## src/hw/rtl/rsnh_isqrt.sv

```systemverilog
`default_nettype none
// ----------------------------------------------------------------------------
// rsnh_isqrt
// Integer square root of a 64-bit value, two radicand bits per cycle.
// ----------------------------------------------------------------------------
module rsnh_isqrt (
  input  wire logic        clk,
  input  wire logic        rst,
  input  wire logic        start,
  input  wire logic [63:0] x,
  output logic             done,
  output logic [31:0]      root
);

  logic [63:0] xr;
  logic [63:0] r;
  logic [63:0] bitv;
  logic        running;
  logic [63:0] cand;

  assign cand = r + bitv;
  assign root = r[31:0];

  always_ff @(posedge clk) begin
    if (rst) begin
      running <= 1'b0;
      done    <= 1'b0;
    end else begin
      done <= 1'b0;
      if (start) begin
        running <= 1'b1;
        xr      <= x;
        r       <= '0;
        bitv    <= 64'd1 << 62;
      end else if (running) begin
        if (xr >= cand) begin
          xr <= xr - cand;
          r  <= (r >> 1) + bitv;
        end else begin
          r <= r >> 1;
        end
        bitv <= bitv >> 2;
        if (bitv == 64'd1) begin
          running <= 1'b0;
          done    <= 1'b1;
        end
      end
    end
  end

endmodule
`default_nettype wire

```

## config.mk

```make
export PLATFORM = sky130hd
export DESIGN_NAME = rsnh_isqrt
export DESIGN_NICKNAME = d
export VERILOG_FILES = /design/src/hw/rtl/rsnh_isqrt.sv
export SDC_FILE = /design/constraint.sdc
export NUM_CORES = 1
export LEC_CHECK = 0
export BUFFER_PORTS_ARGS = -buffer_cell sky130_fd_sc_hd__buf_2
export CAP_MARGIN = 20
export CORE_AREA = 4 4 171 173
export DETAILED_ROUTE_END_ITERATION = 8
export DIE_AREA = 0 0 175 177
export PLACE_DENSITY_LB_ADDON = 0.1
export SYNTH_ARGS = -nofsm -noshare
export SYNTH_HDL_FRONTEND = slang
export SYNTH_SLANG_ARGS = --single-unit
```

## constraint.sdc

```tcl
create_clock -name clk -period 37.2 [get_ports clk]
set_input_delay 5.58 -clock clk [delete_from_list [all_inputs] [get_ports clk]]
set_output_delay 5.58 -clock clk [all_outputs]
set_load 0.01 [all_outputs]
```

* Word-level counts from Yosys, hierarchy flattened
Index checks and enable logic that the tools add are counted.
** Operators by class
- $add $sub $neg :: 3
- $lt $le $gt $ge :: 1
- Equality and inequality tests :: 1
- Multiplexer cells :: 10
- Bitwise gates (word level) :: 2
- Reduce and logical (&&, ||, !) cells :: 5
** Operator list (number)
- $mux W64 :: 5
- $add A63 B63 Y64 :: 1
- $add A64 B63 Y64 :: 1
- $ge A64 B64 Y1 :: 1
- $sub A64 B64 Y64 :: 1
- $mux W63 :: 1
- $eq A32 B1 Y1 const B :: 1
- $mux W1 :: 4
- $reduce_bool A2 Y1 :: 2
- $reduce_and A3 Y1 :: 1
- $reduce_or A3 Y1 :: 1
- $not A1 Y1 :: 2
- $reduce_and A2 Y1 :: 1
** Word-level totals
- Register bits :: 162
- Bits of input ports :: 67
- Output and inout bits :: 33
- Logic and storage cells :: 27

* Depth between registers and ports, before layout
- Word-level depth :: 5
- Gate-level depth with buffers :: 27
- Depth with buffers taken out :: 25

* Worst setup path after synthesis
No wires, ideal clock.
- Kind :: input to register
- From :: in start
- To :: reg xr[0], enable pin
- Library setup time :: 0.584 ns
- Arrival time :: 15.121 ns
- Required time :: 36.616 ns
- Setup slack :: 21.495 ns
- Cell stages on the path :: 5
- Path buffers :: 2
- Cells stage by stage :: clkbuf_1 clkbuf_1 nor2_1 nor2_1 a21boi_0
** Between the ends
- Word-level cells in the longest chain between the ends :: 2
- Elaborated cells between the ends (all ways) :: 3
- Classes of those cells :: reduce/logical: 3
** Ends and longest elaborated chain
- start, declared :: line 9 : input wire logic start,
- $reduce_bool A2 Y1 (no source line)
- $reduce_and A3 Y1 (no source line) *
- end signal, assigned :: line 37 : xr <= xr - cand;
- end, declared :: line 15 : logic [63:0] xr;
Every way passes the cells marked *; elsewhere a longest branch is shown, timed or not.
A chain may end at the register's enable or synchronous reset.

* Worst setup path in the final report
- From :: in start
- To :: reg xr[56], enable pin
The elaborated chain is that of the path after synthesis.

==> key figures <==
Placed design
  – Area post-placement: roughly 0.016 mm2
  – Detailed placement HPWL: 32200 um
  – IO Port Bufs: 99
  – GP Congestion: 0.934

Worst setup path
  – Type of the worst setup path: input pin to flop
  – Crit path max fanout: 56
  – Top delay family on crit path: buffers and inverters
  – CP Buf/Inv Count: 2
  – CP endpoint kind: flop
  – Slowest-stage cell, CP: nor2_4
  – Crit-path cells: buf_6 > nor2_1 > nor2_4 > a21boi_4 > buf_4
  – Reg2Reg Depth: 25
  – Critical path arrival: 8.38 ns
  – Cell depth of the worst setup path: 5
  – CP max stage delay: around 0.8 ns
  – Startpoint types: input pin
  – Required @ worst endpoint: 37.29 ns

Route
  – WL/cell: 19.9 um
  – Starting DRT DRC Count: 1410
  – # DRC: 0
  – DR pass1 iterations: 6
  – Antenna violation net count after detailed routing: 0
  – Aggregate routed wire length: 42800 um
  – Via density: 6.18
  – DR vias: 13300

Yosys
  – Seq cells post-synth: 162
  – Xor/xnor share of the synthesized area: 9.85%
  – Adder-cell share of the synthesized area: 11.0%
  – Syn. warnings: 0
  – Main combinational cell family by area after synthesis: compound AO/OA/AOI/OAI gates
  – Mapped Area: 0.0150 mm2
  – Post-synthesis cell type count: 81
  – Sequential fraction of the synthesis area: 32.2%
  – Post-Synth Simple-Gate Area: 18.0%
  – Cells after Synth: 1735
  – Post-Syn Nets: about 1900
  – Ys flop type: edfxtp_1
  – Synth Area in Compound Gates: a little under a quarter
  – Ys async rst share: 0%
  – Mux share of post-synthesis cell area: 0.632%
  – Syn Area/Cell: 8.67 um2
  – EDFF count, synth: 160

Timing
  – Max Freq: 121 MHz
  – Max-slew violation count: 0
  – Setup violators final: 0
  – Setup TNS Final: 0 ns
  – RSZ-0062 raised after global routing: false
  – Hold Violations, Final: 0
  – Final min period: 8.29 ns
  – Slew Limit Headroom: between 30 and 40%
  – Min Hold Slack: 0.521 ns
  – Clk_skew: about 0.019 ns
  – Final Cycle Share: 22.3%
  – Tightest Pin Transition: 1.03 ns

Finish
  – Most frequent cells in the layout: 181 x nand2_1, 160 x edfxtp_1, 159 x o21ai_0
  – Area occupied by multi-input gates: 0.00955 mm2
  – Reg area: roughly 0.0048 mm2
  – Layout area overhead: 7.62%
  – Final #Nets: 1955
  – Share of cells above drive strength 1: 11.0%
  – Filler cell count: ~2500
  – Antenna diode count: 0
  – Final Cell Area: 0.0162 mm2
  – Commonest non-fill, non-tap cell in the layout: nand2_1

Die
  – Initial Util: 54.4%
  – # IOs: 100
  – Die footprint: about 0.031 mm2
  – CORE AREA: 0.0276 mm2
  – Die Height: 177 um
  – Die width: 175 um
  – Site row count: just over 60

Clocking
  – Hold-fix buffers, CTS: 0
  – Cts bufs inserted: 17
  – Clock root buffer: clkbuf_16
  – TritonCTS clock tree: done
  – Clk buf depth: 2
  – Clock transition at path regs: 0.08 ns
  – CTS H-Tree Depth: 4
  – Sink Count: approximately 160
  – Clk Latency, worst-skew pair: about 0.46 ns
  – Post_cts resized: 0
  – Post-CTS Setup Bufs: 0

GRT
  – Largest net degree at the start of global routing: 90
  – Antenna violations before repair: 0
  – Vias in the first global route: 12400
  – Global-route wire length before repair: about 67000 um
  – Gr usage total: a little over a quarter
  – Grt total ovfl: 0

Job
  – Max-cap check violation count: 0

Pwr
  – Leakage: ~6 nW
  – PwrDens: 52.8 mW/mm2
  – Max VDD drop: ~0.000034 V

Min path
  – Cells on Worst Hold Path: 1
  – Hold Path Class: flop to flop

Outcome
  – Status: completed
==> power by group <==
group          switching, mW  internal (mW)
clock                 0.0954         0.0982
combinational          0.246          0.156
sequential            0.0249          0.235
==> cell type report <==
| class | count | area share, % |
|---|---|---|
| Clock buffer | 17 | 2.63 |
| Tap cell | 378 | 2.92 |
| Sequential cell | 162 | 29.9 |
| Timing Repair Buffer | 105 | 3.38 |
| Inverter | 38 | 0.882 |
| Clock inverter | 15 | 1.25 |
| Multi-Input combinational cell | 1433 | 59.0 |
==> worst paths after layout <==
path,start,endpoint,slack (ns)
max,start,xr[56],28.91
min,running,done,0.52
max reg2reg,r[2],r[55],29.48
min reg2reg,running,done,0.52
==> Yosys cell counts, types with 3 or more instances <==
library cell / number / area share [%]
a211o_1: 3 / 0.17
a211oi_1: 25 / 1.2
a21boi_0: 7 / 0.35
a21o_1: 45 / 2.2
a21oi_1: 119 / 4.0
a21oi_2: 3 / 0.17
a22oi_1: 4 / 0.20
a31o_2: 17 / 0.99
a31oi_1: 65 / 2.7
and2_1: 15 / 0.62
and3_1: 13 / 0.54
and3b_1: 3 / 0.17
and4_1: 3 / 0.17
buf_1: 3 / 0.075
buf_2: 10 / 0.33
buf_4: 34 / 1.7
clkbuf_1: 55 / 1.4
edfxtp_1: 160 / 32
ha_1: 130 / 11
inv_1: 37 / 0.92
mux2_2: 4 / 0.30
mux2i_1: 5 / 0.33
nand2_1: 181 / 4.5
nand2b_1: 9 / 0.37
nand3_1: 34 / 1.1
nand4_1: 36 / 1.5
nor2_1: 147 / 3.7
nor2b_1: 53 / 2.2
nor3_1: 29 / 0.97
nor3b_1: 3 / 0.15
nor4_1: 14 / 0.58
o2111ai_1: 4 / 0.23
o211ai_1: 7 / 0.35
o21a_1: 10 / 0.50
o21ai_0: 159 / 5.3
o21ai_1: 6 / 0.20
o21ai_2: 4 / 0.23
o21ba_2: 4 / 0.27
o21bai_1: 31 / 1.5
o31ai_1: 10 / 0.50
o31ai_2: 3 / 0.25
or2_2: 5 / 0.21
or3_1: 11 / 0.46
xnor2_1: 87 / 5.1
xor2_1: 82 / 4.8
==> per-layer routing <==
layer	up-vias	routed length, um	track usage, %	part of all wire [%]
li1	6466	-	-	-
met4	0	534	5.17	1.2
met1	6254	20800	41.7	49
met5	-	0	0	0
met2	505	18200	40.9	43
met3	46	3300	4.61	7.7
==> flip-flops by register name (all words and copies together) (netlist names) <==
name     count
r           64
running      1
done         1
xr          64
bitv        32
==> through the flow <==
step	worst slack, ns	total power [mW]	std cells	util (%)
after floorplan	21.49	0.565	1735	-
after global placement	28.49	0.652	2116	56.3
after detailed placement	28.41	0.656	2116	56.3
after CTS	28.90	0.850	2148	58.6
after global routing	28.68	0.910	2148	58.6
final	28.91	0.855	2148	58.6
==> logic make-up after synthesis <==
group	count (synthesis)
xor gates and xnor gates	169
DFF	162
and+or+nand+nor	565
AOI/OAI and AO/OA	559
adders and majority gates	131
muxes	9
buffers and inverters	140
(Power assumes the default switching activity.)
