--- src/hw/rtl/rsnh_pkg.sv ---
`default_nettype none
// ----------------------------------------------------------------------------
// rsnh_pkg
// Shared types, constants and helper functions of the ray / segment
// nearest-hit block.
// ----------------------------------------------------------------------------
package rsnh_pkg;

  localparam int MAX_SEGMENTS = 1024;
  localparam int SEG_ADDR_W   = $clog2(MAX_SEGMENTS);
  localparam int SEG_CNT_W    = SEG_ADDR_W + 1;
  localparam int COORD_W      = 32;
  localparam int FRAC_BITS    = 24;

  // Register indexes of the configuration port.
  localparam logic CFG_SEGMENT_COUNT = 1'b0;
  localparam logic CFG_RAY_OFFSET    = 1'b1;

  // Input commands.
  localparam logic CMD_WRITE = 1'b0;
  localparam logic CMD_QUERY = 1'b1;

  typedef struct packed {
    logic signed [COORD_W-1:0] ax;
    logic signed [COORD_W-1:0] ay;
    logic signed [COORD_W-1:0] bx;
    logic signed [COORD_W-1:0] by;
  } seg_t;

  // Request to the shared long divider. The partial remainder starts at
  // rem_init and the feed bits enter it one per step, most significant first.
  typedef struct packed {
    logic        start;
    logic [62:0] rem_init;
    logic [62:0] divisor;
    logic [30:0] feed;
    logic [4:0]  steps;
  } div_req_t;

  // Clamp to +-(2^31 - 1).
  function automatic logic signed [31:0] sat_lim(input logic signed [35:0] v);
    logic signed [35:0] hi;
    hi = 36'sd2147483647;
    if (v > hi) return 32'sd2147483647;
    if (v < -hi) return -32'sd2147483647;
    return v[31:0];
  endfunction

  // Clamp to the full signed coordinate range.
  function automatic logic signed [31:0] sat_coord(input logic signed [39:0] v);
    if (v > 40'sd2147483647) return 32'sh7fffffff;
    if (v < -40'sd2147483648) return 32'sh80000000;
    return v[31:0];
  endfunction

endpackage
`default_nettype wire

--- src/hw/rtl/rsnh_div.sv ---
`default_nettype none
// ----------------------------------------------------------------------------
// rsnh_div
// Restoring long divider, one quotient bit per cycle.
// ----------------------------------------------------------------------------
module rsnh_div
  import rsnh_pkg::*;
(
  input  wire logic     clk,
  input  wire logic     rst,
  input  wire div_req_t req,
  output logic          done,
  output logic [30:0]   quot
);

  logic [62:0] rem;
  logic [62:0] divisor;
  logic [30:0] feed;
  logic [4:0]  cnt;
  logic        running;
  logic [63:0] trial;

  assign trial = {rem, feed[30]};

  always_ff @(posedge clk) begin
    if (rst) begin
      running <= 1'b0;
      done    <= 1'b0;
    end else begin
      done <= 1'b0;
      if (req.start) begin
        running <= 1'b1;
        rem     <= req.rem_init;
        divisor <= req.divisor;
        feed    <= req.feed;
        cnt     <= req.steps;
        quot    <= '0;
      end else if (running) begin
        feed <= {feed[29:0], 1'b0};
        if (trial >= {1'b0, divisor}) begin
          rem  <= 63'(trial - {1'b0, divisor});
          quot <= {quot[29:0], 1'b1};
        end else begin
          rem  <= trial[62:0];
          quot <= {quot[29:0], 1'b0};
        end
        cnt <= cnt - 5'd1;
        if (cnt == 5'd1) begin
          running <= 1'b0;
          done    <= 1'b1;
        end
      end
    end
  end

endmodule
`default_nettype wire

--- config.mk ---
export PLATFORM = sky130hd
export DESIGN_NAME = rsnh_div
export DESIGN_NICKNAME = d
export VERILOG_FILES = /design/src/hw/rtl/rsnh_pkg.sv /design/src/hw/rtl/rsnh_div.sv
export SDC_FILE = /design/constraint.sdc
export NUM_CORES = 1
export LEC_CHECK = 0
export BUFFER_PORTS_ARGS = -buffer_cell sky130_fd_sc_hd__buf_2
export CAP_MARGIN = 20
export CELL_PAD_IN_SITES_DETAIL_PLACEMENT = 1
export CELL_PAD_IN_SITES_GLOBAL_PLACEMENT = 1
export CORE_MARGIN = 1
export CORE_UTILIZATION = 30
export CTS_CLUSTER_SIZE = 40
export DETAILED_ROUTE_END_ITERATION = 16
export GPL_ROUTABILITY_DRIVEN = 0
export PLACE_DENSITY_LB_ADDON = 0.1
export SYNTH_ARGS = -nofsm -noshare
export SYNTH_HDL_FRONTEND = slang
export SYNTH_SLANG_ARGS = --single-unit
--- constraint.sdc ---
create_clock -name clk -period 9.1 [get_ports clk]
set_input_delay 0.455 -clock clk [delete_from_list [all_inputs] [get_ports clk]]
set_output_delay 0.455 -clock clk [all_outputs]
set_load 0.02 [all_outputs]
Yosys cells after proc, flatten, opt, wreduce, memory -nomap -nowiden
Index checks and enable logic that the tools add are counted.
{"block": "totals", "regBits": 195, "input_bits": 165, "output_inout_bits": 32, "wordCells": 30}
{"block": "classes", "addsub": 2, "order_cmp": 1, "eq_ne": 1, "n_mux": 13, "bitwise": 2, "reduce_logical": 4}
{"cell": "$mux 63", "n": 3}
{"cell": "$mux 31", "n": 3}
{"cell": "$ge 64x63->1", "n": 1}
{"cell": "$sub 63x63->63", "n": 1}
{"cell": "$mux 5", "n": 2}
{"cell": "$eq 5x1->1 const B", "n": 1}
{"cell": "$mux 1", "n": 5}
{"cell": "$sub 5x1->5 const B", "n": 1}
{"cell": "$reduce_and 2->1", "n": 2}
{"cell": "$reduce_or 3->1", "n": 1}
{"cell": "$not 1->1", "n": 2}
{"cell": "$reduce_bool 2->1", "n": 1}

Longest topological paths before layout
Gate-level depths: netlist (run 1).
{"block": "logic_depth", "word_depth": 4, "mapped_depth": 17, "mapped_depth_nobuf": 13}

Least setup slack after synthesis (run 1)
OpenSTA, ideal clock, no wires.
{"block": "synth_timing", "kind": "input to register", "start": "input port req[162] in the netlist's numbering", "end": "register cnt[0], enable pin", "setup_ns": 0.622, "arrival_ns": 6.495, "t_required_ns": 8.478, "path_slack_ns": 1.983, "path_stages": 4, "n_path_buf": 2, "path_cell_list": "clkbuf_1 -> buf_1 -> nor2_1 -> nor2_1"}
{"block": "synth_via", "elab_chain_cells": 2}
{"element": "from (decl)", "line_no": "rsnh_div.sv:11", "source": "input wire div_req_t req,"}
{"element": "$reduce_bool 2->1 (no source line)"}
{"element": "$reduce_and 2->1 (no source line)"}
{"element": "to (signal assigned)", "line_no": "rsnh_div.sv:36", "source": "cnt <= req.steps;"}
{"element": "to (signal assigned)", "line_no": "rsnh_div.sv:47", "source": "cnt <= cnt - 5'd1;"}
{"element": "to (decl)", "line_no": "rsnh_div.sv:19", "source": "logic [4:0] cnt;"}
No other way between the ends.
A chain may end at the register's enable or synchronous reset.

Worst setup path in the final report (run 1)
{"block": "layout_timing", "start": "register rem[20]", "end": "register rem[48] (data pin)"}
{"block": "layout_via", "elab_chain_cells": 4, "elab_cells_between_ends": 5, "classes_between": "add/sub: 1; order compare: 1; mux: 3"}
{"element": "from (decl)", "line_no": "rsnh_div.sv:16", "source": "logic [62:0] rem;"}
{"element": "from (signal assigned)", "line_no": "rsnh_div.sv:33", "source": "rem <= req.rem_init;"}
{"element": "from (signal assigned)", "line_no": "rsnh_div.sv:41", "source": "rem <= 63'(trial - {1'b0, divisor});"}
{"element": "from (signal assigned)", "line_no": "rsnh_div.sv:44", "source": "rem <= trial[62:0];"}
{"element": "$sub 63x63->63 / $ge 64x63->1 (equally long branches)", "line_no": "rsnh_div.sv:41, rsnh_div.sv:40"}
{"element": "$mux 63 (*)", "line_no": "rsnh_div.sv:40", "source": "if (trial >= {1'b0, divisor}) begin"}
{"element": "$mux 63 (*)", "line_no": "rsnh_div.sv:38", "source": "end else if (running) begin"}
{"element": "$mux 63 (*)", "line_no": "rsnh_div.sv:31", "source": "if (req.start) begin"}
Every way passes the cells marked *; elsewhere a longest branch is shown, timed or not. The select of a mux whose other input is x is not followed.

==> reports/results.txt, run 1 <==
Status: finished, final reports clean
Crit path launch: rem[20]
Syn-to-layout area delta: 17.1%
Per-cell routed wire length: 20.1 um
Most frequent cells in the layout: buf_2 (195), edfxtp_1 (193), nand2_1 (141), a21oi_1 (89), inv_1 (86)
R2R Setup Slk: 4.63 ns
Most common cell after layout, fill and taps aside: buf_2
Yosys cell types: 73
Ys async rst share: 0%
Syn Inst Count: 1177
Synth area leaders: edfxtp_1 (48%), ha_1 (6.8%), nand2_1 (4.4%)
Synth Cell Area: 0.0120 mm^2
Starting DRT DRC Count: 483
Cell area power density: 188 mW/mm^2
Warnings from Yosys: 0
Synth Net Count: 1408
Max clock buf depth: 2
Area leader, netlist: edfxtp_1
Total power: 2640 uW
CTS tree: built
Post-synth EDFFs: 193
Minimum clock period: 4.47 ns
CTS Sinks: 195
Root buf cell: clkbuf_16
Vias/cell: 5.08
Pint: 1760 uW
Max Cap Viol: 0
Main flop type after synthesis: edfxtp_1
Crit-path max FO: 30
Vias in the first global route: 10200
Number of hold buffers added after cts: 0
Pre-Repair DR Iteration Count: 5
First-pass GRT wire length: 59500 um
CP Capture Type: register
Seq cells post-synth: 195
Worst-margin pin slew: 0.979 ns
Die Wd: 202 um
Post-synth top area share: 48.4%
Layout cells sized above 1: 21.7%
Final WL: 37800 um
Sw frac: 33.2%
R2R Path Start: rem[20]
Final std cells w/o fill: 1884
Max IR drop VDD: 0.130 mV
Worst clock skew: 0.0162 ns
Fillers: 4420
Remaining antenna violation count: 0
Num rows: 72
Worst r2r dst: rem[48]
Sequential fraction of the synthesis area: 48.7%
Final Max Tran Viols: 0
Crit path to: rem[48]
DRC: 0
Core area: 0.0390 mm^2
Psw: 876 uW
Final hold violations: 0
TNS Setup: 0 ns
Period utilization: 49.1%
Worst path required time: 9.29 ns
Clk_lat worst skew: 0.48 ns
Initial antenna violation count: 21
Post-CTS Setup Bufs: 0
H-Tree Depth: 4
Setup-failing EPs final: 0
Initial core utilization: 30.7%
Die ar.: 0.0407 mm^2
Nets: 1575
Buffers added on ports: 196
Clock power share: 29.4%
Worst setup SP type: register
Largest net degree at the start of global routing: 75
Die Y: 202 um
Fmax: 224 MHz
Worst reg2reg path depth: 12
Unrepaired setup endpoints after global routing: no
CTS buffer count: 17
Reg power frac: 42.1%
Dpl cells: 1843
Mapped Avg Cell Area: 10.2 um^2
Clock edge transition at the registers on the reported setup and hold paths: 0.08 ns
Crit Path Class: reg2reg
GR Util All Layers: 19.2%
Via count: 9568
Remaining Overflow, GRT: 0
DP Wirelength: 28400 um
CP arrival: 4.66 ns
HP Class: in2reg
Combinational share of power: 28.5%
Max-slew headroom: 34.8%
I/O pins: 197
Gates resized, CTS repair: 0
P_leak: 0.00564 uW
worst min-delay path by stage:
| stage | cells past startpoint | to | from |
|---|---|---|---|
| 6_report | 1 | divisor[50] | req[86] |
| 3_5_place_dp | 1 | done | running |
| 4_1_cts | 1 | divisor[62] | req[98] |
| 3_3_place_gp | 1 | done | running |
| 5_1_grt | 1 | divisor[61] | req[97] |
| 2_1_floorplan | 1 | done | running |
final cells by class:
class	instances	area [um^2]	share of cell area, %
Clock inverter	11	120	0.856
Clock buffer	21	460	3.28
Sequential cell	195	5840	41.6
Multi-Input combinational cell	839	5580	39.8
Antenna cell	9	22.5	0.160
Timing Repair Buffer	203	1040	7.38
Tap cell	518	648	4.62
Inverter	88	330	2.35
per-stage QoR:
step | utilization (%) | hold WS (ns) | worst slack (ns) | area (um^2)
6_report | 36.0 | 0.148 | 4.63 | 14000
2_1_floorplan | - | 0.460 | 1.98 | 12000
3_5_place_dp | 34.4 | 0.486 | 4.56 | 13400
4_1_cts | 35.9 | 0.108 | 4.55 | 14000
5_1_grt | 35.9 | 0.112 | 4.28 | 14000
3_3_place_gp | 34.4 | 0.493 | 4.73 | 13400
metal layers:
metal	GRT usage [%]	vias to the layer above	wire, um
li1	-	4648	-
met1	26.3	4658	18200
met2	28.4	187	16400
met3	6.76	53	2470
met4	5.01	22	544
met5	0	-	126
power groups by stage:
stage	Clock, uW	Sequential [uW]	Combinational [uW]
detailed placement	0	1130	756
finish	775	1110	753
CTS	809	1110	761
floorplan	0	1140	523
global placement	0	1130	755
global route	831	1120	842
worst max-delay path, cell delays in order (launching register included):
cell and delay [ns]:
edfxtp_1 0.40, ha_1 0.45, nand4_1 0.29, nor4_1 0.56, o211ai_2 0.20, a21boi_1 0.27, nor3_2 0.10, a21oi_4 0.30
or2_2 0.49, buf_4 0.51, nand2_8 0.10, inv_2 0.38, a221oi_2 0.10
sequential cells by signal, summed over array words and instances (netlist names):
name	cells
divisor	63
rem	63
feed	31
quot	31
cnt	5
done	1
running	1
cells in the mapped netlist, drive strengths merged, types with 24 or more instances:
| master | number |
|---|---|
| a21oi | 98 |
| nand4 | 25 |
| o21ai | 67 |
| buf | 29 |
| xnor2 | 34 |
| mux2 | 33 |
| ha | 65 |
| clkbuf | 26 |
| nor2 | 83 |
| nand2 | 142 |
| edfxtp | 193 |
| nor2b | 39 |
| xor2 | 24 |
| inv | 88 |
| a31oi | 33 |
cell families (layout without fill, tap and decap cells):
family,after synthesis,in the layout,share of synthesized area [%]
AOI/OAI and AO/OA,312,312,17.3
xor gates and xnor gates,58,58,4.24
adders and majority gates,66,66,6.95
buffers and inverters,143,323,4.93
DFF,195,195,48.7
muxes,36,36,3.35
other,0,9,0
and+or+nand+nor,367,367,14.5
Power figures use the tool's default switching activity.
==> run 2, diff against run 1 <==
--- a/config.mk
+++ b/config.mk
@@ -5,6 +5,7 @@
 export SDC_FILE = /design/constraint.sdc
 export NUM_CORES = 1
 export LEC_CHECK = 0
+export ABC_AREA = 1
 export BUFFER_PORTS_ARGS = -buffer_cell sky130_fd_sc_hd__buf_2
 export CAP_MARGIN = 20
 export CELL_PAD_IN_SITES_DETAIL_PLACEMENT = 1
==> constraint.sdc (replaced) <==
create_clock -name clk -period 4.1 [get_ports clk]
set_input_delay 0.205 -clock clk [delete_from_list [all_inputs] [get_ports clk]]
set_output_delay 0.205 -clock clk [all_outputs]
set_load 0.02 [all_outputs]
==> run 2 against run 1 <==
Against the previous run:
- final cell count up 65%
- design area up 30%
- non-clock buffer count up 160
- sequential share of layout area down 9.7 points
- global-route usage up 2.3 points
- critical path depth up 5
- clock power up 130%
- sequential power up 120%
- clock skew about the same
- maximum frequency up 46%
- wire length up 35%
- critical path type unchanged
- largest cell class is now multi-input combinational cells
- largest power group unchanged
==> reports/results.txt, run 2 <==
Status: finished, final reports clean
Syn-to-layout area delta: 26.5%
Hold Path Sink: rem[19]
Final Max Tran Viols: 0 (unchanged)
Crit-path max FO: 41 (+37%)
Remaining antenna violation count: 0 (unchanged)
HP Class: in2reg
Biggest regs: divisor (63), rem (63)
CP Capture Type: register
Via count: 13800 (+45%)
Pre-Repair DR Iteration Count: 5 (unchanged)
DP Worst Slack: 0.979 ns (-3.59 ns)
Layout cells sized above 1: 10.6% (-11 points)
CTS tree: built
Vias/cell: 4.45 (-12%)
Post-synth EDFFs: 193 (unchanged)
Synth Cell Area: 0.0145 mm^2 (+21%)
Max-slew headroom: 35.7% (+0.94 points)
Max Cap Viol: 0 (unchanged)
Post-synth top area share: 40.1% (-8.3 points)
R2R Path Start: divisor[0]
Most used standard cell by instance count after synthesis: nand2_1
R2R Setup Slk: 1.05 ns (-3.59 ns)
Vias in the first global route: 14700 (+44%)
Synth Net Count: 2371 (+68%)
Minimum clock period: 3.05 ns (-1.41 ns)
Worst-margin pin slew: 0.965 ns (-0.0141 ns)
Final WL: 51000 um (+35%)
Seq cells post-synth: 195 (unchanged)
Ys async rst share: 0% (unchanged)
Synth cell count leaders: nand2_1 (984), inv_1 (436), edfxtp_1 (193)
Buffers added on ports: 196 (unchanged)
I/O pins: 197 (unchanged)
H-Tree Depth: 4 (unchanged)
Unrepaired setup endpoints after global routing: no
Cell Chain, Critical Path: ha_1, fa_1, inv_1, nand2_1, nand2_1, nand3_1, nand2_2, nand2_2, nand2_2, nand2_1, nand3_2, nand2_4, nand2_8, buf_4, nand2_1, nand3_1, nand2_1
Setup ws final: 1.05 ns (-3.59 ns)
Initial core utilization: 30.4% (-0.37 points)
Die Y: 222 um (+9.8%)
Root buf cell: clkbuf_16
Gates resized, CTS repair: 0 (unchanged)
Worst r2r dst: rem[19]
Clk_lat worst skew: 0.50 ns (+0.02 ns)
Max clock buf depth: 2 (unchanged)
Clock edge transition at the registers on the reported setup and hold paths: 0.07 ns (about the same)
Worst path required time: 4.34 ns (-4.95 ns)
Die Wd: 222 um (+9.8%)
CP dominant cell by count: nand2_1
Most common cell after layout, fill and taps aside: nand2_1
Initial antenna violation count: 2 (-90%)
Num rows: 80 (+11%)
Mapped Avg Cell Area: 6.76 um^2 (-34%)
Fmax: 327 MHz (+46%)
DRC: 0 (unchanged)
Yosys cell types: 34 (-53%)
Cell area power density: 353 mW/mm^2 (+88%)
Worst clock skew: 0.0162 ns (-0.0000260 ns)
Worst Hold Launch: req[118]
P_leak: 0.00975 uW (+73%)
Hold depth: 3 (+2)
Sequential fraction of the synthesis area: 40.4% (-8.3 points)
Crit Path Class: reg2reg
Main flop type after synthesis: edfxtp_1
Max IR drop VDD: 0.261 mV (+100%)
TNS Setup: 0 ns (unchanged)
Syn Inst Count: 2140 (+82%)
Core area: 0.0476 mm^2 (+22%)
CTS Sinks: 195 (unchanged)
Setup-failing EPs final: 0 (unchanged)
Critical-path top delay cell: fa_1
Most frequent cells in the layout: nand2_1 (984), inv_1 (436), buf_2 (195), edfxtp_1 (193), dlygate4sd3_1 (157)
Area leader, netlist: edfxtp_1
CP arrival: 3.30 ns (-1.36 ns)
Die ar.: 0.0491 mm^2 (+20%)
Largest net degree at the start of global routing: 79 (+5.3%)
Worst reg2reg path depth: 17 (+5)
First-pass GRT wire length: 80900 um (+36%)
Largest stage delay, worst path: 0.41 ns (-0.15 ns)
DP Wirelength: 39500 um (+39%)
Nets: 2713 (+72%)
Synth area leaders: edfxtp_1 (40%), nand2_1 (26%), inv_1 (11%)
CTS buffer count: 17 (unchanged)
Period utilization: 74.5% (+25 points)
Remaining Overflow, GRT: 0 (unchanged)
Warnings from Yosys: 0 (unchanged)
Final hold violations: 0 (unchanged)
Worst setup SP type: register
Starting DRT DRC Count: 594 (+23%)
Per-cell routed wire length: 16.4 um (-18%)
GR Util All Layers: 21.4% (+2.3 points)
run 2: power breakdown:
part / switching, uW / internal [uW]
clock network: 906 / 877
logic: 1430 / 773
registers: 67.7 / 2400
total: 2400 / 4050
run 2: critical path: cells and delay by family, from the launching register on:
| kind | cells | cell delay [ns] |
|---|---|---|
| buffers and inverters | 2 | 0.45 |
| adders and majority gates | 2 | 0.64 |
| DFF | 1 | 0.37 |
| and+or+nand+nor | 13 | 1.36 |
run 2: repair_timing:
item | 4_1_cts | 5_1_grt
endpoints found under the hold margin | 157 | 0
buffers inserted | 0 | 0
hold buffers | 157 | 0
run 2: metal layers:
layer  global-route usage, %  vias to the layer above  part of all wire [%]
li1                        -                     7172                     -
met1                    28.5                     6399                    48
met2                    35.6                      222                    46
met3                    3.47                       47                   3.7
met4                    6.61                        0                   2.0
met5                       0                        -                     0
run 2: how the worst max path moves through the flow:
stage | slack, ns | end | cells after the start | from
after floorplan | 0.49 | running | 6 | req[162]
after global placement | 1.07 | rem[16] | 17 | divisor[0]
after detailed placement | 0.98 | rem[19] | 17 | divisor[0]
after CTS | 0.97 | rem[19] | 17 | divisor[0]
after global routing | 0.78 | rem[17] | 18 | feed[30]
final | 1.05 | rem[19] | 17 | divisor[0]
run 2: area by class of cell:
cell class              instances  area [um^2]
multi-input cells            1462         6780
clock buffers                  17          425
well taps                     615          769
inverters                     443         1660
fillers                      6100        29400
clock inverters                15          181
diodes                          2         5.00
repair buffers                363         2630
flip-flops and latches        195         5840
run 2: logic make-up (layout without fill, tap and decap cells):
group                    count (synthesis)  count (layout)  synth area share (%)
AO/OA/AOI/OAI                           53              53                  1.89
adder cells (fa/ha/maj)                 66              66                  5.76
XOR/XNOR                                33              33                  2.00
buffers and inverters                  483             838                  12.9
flip-flops                             195             195                  40.4
other                                    0               2                     0
AND/OR/NAND/NOR                       1310            1310                  37.1
run 2: through the flow:
| stage | total power (uW) | area, um^2 | instances | util (%) | hold slack (ns) |
|---|---|---|---|---|---|
| after global placement | 4580 | 16100 | 2921 | 33.8 | 0.381 |
| after global routing | 6900 | 18300 | 3112 | 38.4 | 0.0187 |
| after CTS | 6560 | 18300 | 3110 | 38.4 | 0.00266 |
| after detailed placement | 4620 | 16100 | 2921 | 33.8 | 0.383 |
| after floorplan | 3930 | 14500 | 2140 | - | 0.282 |
| final | 6460 | 18300 | 3112 | 38.4 | 0.0345 |
==> run 3, diff against run 2 <==
==> constraint.sdc (replaced) <==
create_clock -name clk -period 2.64 [get_ports clk]
set_input_delay 0.132 -clock clk [delete_from_list [all_inputs] [get_ports clk]]
set_output_delay 0.132 -clock clk [all_outputs]
set_load 0.02 [all_outputs]
==> run 3 against run 2 <==
Against the previous run:
- sequential share of layout area down 3.3 points
- register-to-register slack worse by 1.0 ns
- critical path depth down 1
- clock skew down 0.0044 ns
- final cell count up 3.3%
- critical endpoint is now rem[35]
==> reports/results.txt, run 3 (synthesized netlist as in run 2, its figures left out) <==
Worst r2r dst: rem[35]
Die Wd: 222 um (unchanged)
Syn-to-layout area delta: 40.9%
Setup ws final: 0.0332 ns (-1.01 ns)
Core area: 0.0476 mm^2 (unchanged)
GR Util All Layers: 22.2% (+0.77 points)
Buffers added on ports: 196 (unchanged)
Nets: 2817 (+3.8%)
Vias/cell: 4.53 (+2.0%)
Final Max Tran Viols: 0 (unchanged)
Worst Hold Launch: req[129]
DP Worst Slack: -0.0720 ns (-1.05 ns)
Fmax: 384 MHz (+17%)
Max IR drop VDD: 0.530 mV (+100%)
Cell Chain, Critical Path: ha_4, nand2_1, nand2_1, inv_1, nand2_1, nand2_1, nand2_2, a21oi_2, nor2_4, nor2_4, nand2_8, nand2_8, clkbuf_16, nand2_1, nand2_1, nand2_1
Initial core utilization: 30.4% (unchanged)
Root buf cell: clkbuf_16
Largest net degree at the start of global routing: 136 (+72%)
Hold depth: 3 (unchanged)
Worst reg2reg path depth: 16 (-1)
Period utilization: 98.7% (+24 points)
Biggest regs: divisor (63), rem (63)
CTS Sinks: 195 (unchanged)
Vias in the first global route: 15500 (+6.0%)
I/O pins: 197 (unchanged)
Per-cell routed wire length: 17.3 um (+5.4%)
Worst setup SP type: register
Initial antenna violation count: 1 (-1)
Most frequent cells in the layout: nand2_1 (940), inv_1 (433), buf_2 (195), edfxtp_1 (193), dlygate4sd3_1 (162)
Remaining Overflow, GRT: 0 (unchanged)
Clk_lat worst skew: 0.50 ns (about the same)
Total power: 10900 uW (+70%)
Pre-Repair DR Iteration Count: 5 (unchanged)
P_leak: 0.0105 uW (+7.4%)
Worst clock skew: 0.0118 ns (-0.00440 ns)
Register area: 0.00584 mm^2 (unchanged)
Largest stage delay, worst path: 0.45 ns (+0.04 ns)
Final hold violations: 0 (unchanged)
Layout cells sized above 1: 19.9% (+9.3 points)
CTS buffer count: 17 (unchanged)
Minimum clock period: 2.61 ns (-0.447 ns)
Fillers: 6014 (-1.4%)
Worst-margin pin slew: 0.666 ns (-0.298 ns)
Starting DRT DRC Count: 565 (-4.9%)
Via count: 14600 (+5.3%)
Final WL: 55500 um (+8.8%)
Hold Path Sink: rem[30]
Area of the multi-input gates: 0.00773 mm^2 (+14%)
DRC: 0 (unchanged)
First-pass GRT wire length: 84200 um (+4.1%)
Max clock buf depth: 2 (unchanged)
Critical-path top delay cell: edfxtp_1
Die ar.: 0.0491 mm^2 (unchanged)
Most common cell after layout, fill and taps aside: nand2_1
HP Class: in2reg
Clock edge transition at the registers on the reported setup and hold paths: 0.08 ns (about the same)
Unrepaired setup endpoints after global routing: yes
Die Y: 222 um (unchanged)
Max Cap Viol: 0 (unchanged)
Crit-path max FO: 8 (-80%)
Remaining antenna violation count: 0 (unchanged)
Status: finished, final reports clean
CP arrival: 2.85 ns (-0.45 ns)
Cell area power density: 537 mW/mm^2 (+52%)
Num rows: 80 (unchanged)
CP Capture Type: register
CP dominant cell by count: nand2_1
H-Tree Depth: 4 (unchanged)
Crit Path Class: reg2reg
Max-slew headroom: 55.6% (+20 points)
R2R Setup Slk: 0.03 ns (-1.01 ns)
DP Wirelength: 40900 um (+3.5%)
Worst path required time: 2.89 ns (-1.45 ns)
CTS tree: built
Setup-failing EPs final: 0 (unchanged)
R2R Path Start: rem[34]
## run 3: cell count changes in the layout (fill, tap and decap cells not counted), moves of 6 or more
cell	previous run	this run
ha_1	65	14
buf_12	0	15
a21oi_1	38	32
nand3_1	95	74
nor2_2	8	20
ha_2	0	9
nor2_4	3	12
buf_4	11	85
nand2_2	4	45
nand3_2	2	22
ha_4	0	42
nand2_1	984	940
nor2_1	135	114
## run 3: power by group
group | total (uW) | leakage [uW] | internal [uW] | switching [uW]
logic | 4290 | 0.00832 | 1770 | 2520
registers | 3870 | 0.00186 | 3730 | 142
clock network | 2780 | 0.000299 | 1360 | 1420
## run 3: worst max-delay path: cells and delay by family (launching register included)
family	cells	cell delay, ns
flip-flops	1	0.45
adder cells (fa/ha/maj)	1	0.29
buffers and inverters	2	0.28
AND/OR/NAND/NOR	12	1.10
AO/OA/AOI/OAI	1	0.22
## run 3: layout make-up
cell class              count  area share [%]
repair buffers            467            18.4
well taps                 615            3.78
clock buffers              17            2.09
clock inverters            15           0.952
flip-flops and latches    195            28.6
multi-input cells        1462            37.9
diodes                      1          0.0123
inverters                 443            8.22
## run 3: timing repair
item / 4_1_cts / 5_1_grt
pin swaps: 0 / 17
gates cloned: 0 / 7
resized for setup: 15 / 176
setup endpoints to repair: 35 / 64
endpoints found under the hold margin: 162 / 0
setup buffers: 0 / 18
hold buffers: 162 / 0
## run 3: per-stage QoR
step	setup TNS, ns	std cells	utilization (%)	area (um^2)	hold WS (ns)
after global routing	-2.64	3215	42.8	20400	0.0434
after global placement	-0.184	2995	35.3	16800	0.309
after floorplan	-55.53	2140	-	14500	0.209
after CTS	-0.0136	3189	40.1	19100	0.0617
final	0	3215	42.8	20400	0.0763
after detailed placement	-0.381	2995	35.3	16800	0.310
## run 3: layer usage
layer  vias to the layer above  GRT usage [%]  part of all wire [%]  wire (um)
met4                         0           7.66                   2.1       1170
met1                      6882           29.2                    47      25800
met5                         -              0                     0          0
met2                       267           36.9                    47      26100
li1                       7384              -                     -          -
met3                        47           3.64                   4.3       2410
## run 3: worst max path at each step
| stage | slack [ns] | cells after the start | from | end |
|---|---|---|---|---|
| finish | 0.03 | 16 | rem[34] | rem[35] |
| global route | -0.09 | 18 | divisor[0] | rem[35] |
| CTS | -0.007 | 17 | divisor[0] | rem[30] |
| detailed placement | -0.07 | 12 | rem[5] | rem[50] |
| global placement | -0.07 | 12 | rem[7] | rem[50] |
| floorplan | -0.43 | 6 | req[162] | running |
